### config.mk
export PLATFORM = sky130hd
export DESIGN_NAME = dsa_ctrl
export DESIGN_NICKNAME = d
export VERILOG_FILES = /design/src/rtl/dsa_pkg.sv /design/src/rtl/dsa_ctrl.sv
export SDC_FILE = /design/constraint.sdc
export NUM_CORES = 1
export LEC_CHECK = 0
export BUFFER_PORTS_ARGS = -buffer_cell sky130_fd_sc_hd__clkbuf_2
export CAP_MARGIN = 5
export CELL_PAD_IN_SITES_DETAIL_PLACEMENT = 1
export CELL_PAD_IN_SITES_GLOBAL_PLACEMENT = 1
export CORE_MARGIN = 2
export CORE_UTILIZATION = 35
export CTS_CLUSTER_DIAMETER = 50
export DETAILED_ROUTE_END_ITERATION = 7
export PLACE_DENSITY_LB_ADDON = 0.3
export SYNTH_ARGS = -nofsm -noshare
export SYNTH_HDL_FRONTEND = slang
export SYNTH_SLANG_ARGS = --single-unit
### constraint.sdc
create_clock -name clk -period 4.9 [get_ports clk]
set_input_delay 0.245 -clock clk [delete_from_list [all_inputs] [get_ports clk]]
set_output_delay 0.245 -clock clk [all_outputs]
set_load 0.02 [all_outputs]
### src/rtl/dsa_pkg.sv
// ----------------------------------------------------------------------------
// dsa_pkg
// Shared constants, payload types and controller/datapath links for the
// dedispersion subband averager.
// ----------------------------------------------------------------------------
package dsa_pkg;

	// sizing of the stores
	localparam int LANES       = 2048;
	localparam int MAX_DELAY   = 255;
	localparam int SLOTS       = MAX_DELAY + 1;
	localparam int LANE_W      = $clog2(LANES);
	localparam int SLOT_W      = $clog2(SLOTS);
	localparam int STORE_DEPTH = LANES * SLOTS;
	localparam int STORE_AW    = $clog2(STORE_DEPTH);

	// field widths
	localparam int SAMPLE_W = 8;
	localparam int SEL_W    = 11;
	localparam int DELAY_W  = 8;
	localparam int GRP_W    = 11;
	localparam int TBL_W    = DELAY_W + 1;

	// good-lane count, accumulator holds lanes * 128 plus the rounding half
	localparam int CNT_W = $clog2(LANES + 1);
	localparam int SUM_W = $clog2(LANES * 129) + 1;
	localparam int DS_W  = (DELAY_W > SLOT_W) ? DELAY_W : SLOT_W;

	// configuration registers
	localparam int CFG_W     = 12;
	localparam int CFG_IDX_W = 1;
	localparam int EXT_W     = (CFG_W > CNT_W) ? CFG_W : CNT_W;
	localparam logic [CFG_IDX_W-1:0] REG_LANES_IN_USE    = 1'b0;
	localparam logic [CFG_IDX_W-1:0] REG_LANES_PER_GROUP = 1'b1;
	localparam logic [CFG_W-1:0]     LANES_RESET         = 12'd2048;
	localparam logic [CFG_W-1:0]     GROUP_RESET         = 12'd16;

	// item opcodes
	localparam logic OP_SAMPLE = 1'b0;
	localparam logic OP_TABLE  = 1'b1;

	typedef struct packed {
		logic                       opcode;
		logic signed [SAMPLE_W-1:0] sample;
		logic [SEL_W-1:0]           lane_select;
		logic [DELAY_W-1:0]         lane_delay;
		logic                       lane_weight;
	} item_t;

	typedef struct packed {
		logic signed [SAMPLE_W-1:0] subband_value;
		logic [GRP_W-1:0]           group_index;
		logic                       frame_last;
	} result_t;

	// controller to datapath
	typedef struct packed {
		logic table_wr;
		logic sample_wr;
		logic eval;
		logic sync_start;
		logic sync_load;
		logic walk_step;
		logic avg_start;
		logic out_load;
	} ctrl_cmd_t;

	// datapath to controller
	typedef struct packed {
		logic clearing;
		logic resync;
		logic group_end;
		logic walk_last;
		logic pipe_empty;
		logic div_done;
		logic out_free;
	} dp_status_t;

endpackage

### src/rtl/dsa_ctrl.sv
// ----------------------------------------------------------------------------
// dsa_ctrl
// Sequencer: takes items, runs the group walk, the divide and the result
// hand-off through the datapath.
// ----------------------------------------------------------------------------
module dsa_ctrl (
	input  logic                clk,
	input  logic                arst_n,
	input  logic                item_valid,
	input  logic                opcode,
	input  dsa_pkg::dp_status_t status,
	output dsa_pkg::ctrl_cmd_t  cmd,
	output logic                item_stall
);

	typedef enum logic [7:0] {
		ST_CLEAR = 8'b0000_0001,
		ST_IDLE  = 8'b0000_0010,
		ST_SYNC  = 8'b0000_0100,
		ST_EVAL  = 8'b0000_1000,
		ST_WALK  = 8'b0001_0000,
		ST_DRAIN = 8'b0010_0000,
		ST_DIV   = 8'b0100_0000,
		ST_OUT   = 8'b1000_0000
	} state_t;

	state_t state_q;
	state_t state_d;

	// next state and datapath commands
	always_comb begin
		state_d = state_q;
		cmd     = '0;
		unique case (state_q)
			ST_CLEAR: begin
				if (!status.clearing) begin
					state_d = ST_IDLE;
				end
			end
			ST_IDLE: begin
				if (item_valid) begin
					if (opcode == dsa_pkg::OP_TABLE) begin
						cmd.table_wr = 1'b1;
					end else begin
						cmd.sample_wr = 1'b1;
						if (status.resync) begin
							cmd.sync_start = 1'b1;
							state_d        = ST_SYNC;
						end else begin
							cmd.eval = 1'b1;
							if (status.group_end) begin
								state_d = ST_WALK;
							end
						end
					end
				end
			end
			ST_SYNC: begin
				if (status.div_done) begin
					cmd.sync_load = 1'b1;
					state_d       = ST_EVAL;
				end
			end
			ST_EVAL: begin
				cmd.eval = 1'b1;
				state_d  = status.group_end ? ST_WALK : ST_IDLE;
			end
			ST_WALK: begin
				cmd.walk_step = 1'b1;
				if (status.walk_last) begin
					state_d = ST_DRAIN;
				end
			end
			ST_DRAIN: begin
				if (status.pipe_empty) begin
					cmd.avg_start = 1'b1;
					state_d       = ST_DIV;
				end
			end
			ST_DIV: begin
				if (status.div_done) begin
					state_d = ST_OUT;
				end
			end
			ST_OUT: begin
				if (status.out_free) begin
					cmd.out_load = 1'b1;
					state_d      = ST_IDLE;
				end
			end
			default: begin
				state_d = ST_IDLE;
			end
		endcase
	end

	// state register
	always_ff @(posedge clk or negedge arst_n) begin
		if (!arst_n) begin
			state_q <= ST_CLEAR;
		end else begin
			state_q <= state_d;
		end
	end

	assign item_stall = state_q != ST_IDLE;

endmodule

==> results list <==
- Sort of element at the start of the critical path: register
* Share of post-route cells with drive strength above 1: 33.3%
* Horiz. Die Dim: between 40 and 50 µm
- Global routing finished with a remaining overflow of 0.
* HPWL after detailed placement: between 1000 and 1500 µm
- Tracing the worst setup path back leads to its startpoint at state_q[6].
- Initial standard-cell utilization of the core: between 30% and 40%
- Crit-path leading delay family: simple AND/OR/NAND/NOR gates
- After global routing, the most crowded layer is met2.
- Crit path required time: around 4700 ps
* Number of iterations in the first detailed-routing pass: 4
- Ant. Diodes: 0
* Worst setup path class: reg2out
- Crit Reg-Reg Startpoint: state_q[0]
- Worst IR Drop VDD: approximately 0.00022 V
- Clock Path Buffers: 2
* Global Route met1 Usage: between 20% and 30%
- In the final timing run, aggregate negative setup slack is 0 ps.
- Async set-or-reset flop fraction in the synthesized netlist: 100%
- The die covers about 0.0018 mm².
* Worst skew pair latency: roughly 250 ps
* Post-route clock period utilization: about 45%
- After clock tree synthesis, the clock-pin slew on the worst setup and hold paths is 60 ps.
- Mean instance size in the synthesized netlist: about 9.0 µm²
* Worst Setup Slack post-DPL: 2840 ps
* CTS tree: built
* Top-level port count: 20
* FP Rows: 13
- Clock root cell: sky130_fd_sc_hd__clkbuf_4
- Crit path largest cell delay: between 400 and 500 ps
- Post-CTS Setup Bufs: 0
- The synthesized netlist occupies a cell area of about 520 µm².
- List of cells traversed by the critical path: nor4_2, and4b_1, nand2_1, o21ai_0, clkbuf_2
* Top register by number of flip-flops: state_q
- Relative to the synthesized area, the layout overhead comes to 27.9%.
* Critical-path cell with the highest stage delay: sky130_fd_sc_hd__dfrtp_1
* Hold crit path type: in2reg
- Buffers on Ports: 19
* Setup violators final: 0
- For this block, the initial DRC count from the detailed router was 7.
* Top post-synthesis cells by count: 8 x sky130_fd_sc_hd__nor2_1, 7 x sky130_fd_sc_hd__dfrtp_1, 6 x sky130_fd_sc_hd__inv_1, 5 x sky130_fd_sc_hd__o22ai_1, 3 x sky130_fd_sc_hd__nand4b_1
- The worst setup path is captured at an output port.
* Share of the yosys chip area belonging to registers: 38.7%
- Slew @ Worst Pin: 566 ps
* Outcome: finished, final reports clean
- Global routing consumed, on the met2 layer, a little over a third of the routing resources.
* Cell types with the largest area share after synthesis: sky130_fd_sc_hd__dfrtp_1 34%, sky130_fd_sc_hd__o22ai_1 6.0%, sky130_fd_sc_hd__nor2_1 5.8%
- The count of final hold-check violations was 0.
- Static leakage: ~0.00036 µW
* Routed wirelength normalized by instance count: 16.0 µm
- Counting I/O delays and the setup requirement, the final critical path takes between 2000 and 2500 ps.
- The floorplan step defined a core boundary enclosing around 0.0014 mm².
* Syn Nets: 69
- Setup Skew: approximately 0.76 ps
- Clock tree synthesis inserted a total of 3 buffers.
* Detail-routed via count per cell: about 5.5
- Top fanout value on the critical path: 6
* Arrival time at the worst endpoint: 1960 ps
- The register with the most flip-flops in the layout has 8 of them.
- CP bufs+invs: 1
- Post-synthesis register bit count: 8
* Pwr dens: approximately 480 mW/mm²
* Met3 Resource Use GR: between 6 and 7%
- For this run, the top clock speed supported by timing is 0.454 GHz.
- Distinct cell type count of the synthesized netlist: 27
* Setup repair after global routing missed its margin: false
* Main synth FF type: sky130_fd_sc_hd__dfrtp_1
* Hold wc startpoint: status[3]
- Worst Setup Slack, final: ~2700 ps
* Top Registers: state_q x8
- Number of enable flip-flop cells after synthesis: 0
- Number of nets in the layout: 93
- GRT Overall Usage: between 20 and 25%
* Max-cap violations: 0
- Entering global routing, the biggest net connects 9 pins.
* Count of yosys warnings during synthesis: 0
- In this run the tightest slew margin relative to its limit is between 60% and 70%.
* Gpl congestion: approximately 0.77
* Via total after detailed routing: ~530
* DRC Markers: 0
* Num Clock Sinks: 8
* H-tree depth: 1
- First-pass GRT wire length: between 2000 and 3000 µm
- Number of antenna violations at the first check in global routing: 0
- The count of nets left with antenna violations once routing finished came out at 0.
- The die is around 43 µm tall.
* Max Transition Viols Final: 0
- The share of synthesized area in the top cell type comes to roughly a third.
* Syn Inst Count: between 50 and 60
* Most used standard cell by instance count after synthesis: sky130_fd_sc_hd__nor2_1
- The number of global-route vias before repair came to ~570.
- Biggest area consumer among synthesized cells: sky130_fd_sc_hd__dfrtp_1
* Wire length reported by the detailed router: about 1500 µm
==> cell type report <==
cell class,instances,area (µm²)
fillers,169,684
clock buffers,4,26.3
well taps,15,18.8
multi-input cells,43,292
inverters,6,22.5
flip-flops and latches,8,201
repair buffers,20,105
==> logic make-up (layout without fill, tap and decap cells) <==
family,after synthesis,in the layout,synth area share (%)
AO/OA/AOI/OAI,11,11,15.1
buffers and inverters,7,30,5.29
flip-flops,8,8,38.7
XOR/XNOR,1,1,1.68
AND/OR/NAND/NOR,31,31,39.2
==> cell usage in the layout (no fill, tap or decap), drive strengths merged, types with 2 or more instances in the layout <==
master	count
clkbuf	23
nor2	8
dfrtp	7
inv	6
o22ai	5
nand4b	3
and3	3
and4b	2
nor2b	2
nand2	2
nand3	2
o21ai	2
nand3b	2
nor4	2
==> worst paths after layout <==
check / end / cells past startpoint / slack, ps
min in group asynchronous: state_q[2] / 2 / 390
min reg2reg: state_q[0] / 1 / 540
min: state_q[4] / 2 / 200
max in group asynchronous: state_q[0] / 2 / 4260
max reg2reg: state_q[1] / 5 / 2820
max: cmd[5] / 5 / 2700
==> per-stage QoR <==
| stage | power (µW) | cell area, µm² | std cells | hold slack [ps] | utilization [%] |
|---|---|---|---|---|---|
| after CTS | 323 | 666 | 96 | 196 | 49.3 |
| after global placement | 261 | 629 | 91 | 103 | 46.6 |
| after detailed placement | 264 | 629 | 91 | 109 | 46.6 |
| after floorplan | 220 | 520 | 58 | -50.6 | - |
| final | 320 | 666 | 96 | 200 | 49.3 |
| after global routing | 345 | 666 | 96 | 203 | 49.3 |
==> power breakdown <==
group          total [µW]  switching [µW]  leakage, µW  internal, µW
Clock                55.6            24.3    0.0000150          31.3
Sequential           92.9            14.2     0.000104          78.7
Combinational         172             104     0.000236          68.0
Total                 320             142     0.000355           178
==> what timing repair did <==
item                                   in CTS  in global routing
endpoints found under the hold margin       7                  0
hold buffers                                1                  0
resized for setup                           0                  0
==> per-layer routing <==
metal  routed length [µm]  share of wire [%]
met5                    0                  0
met4                   13               0.85
met3                   71                4.6
met2                  769                 50
met1                  680                 44
No activity file was read; power rests on OpenSTA's default activity.
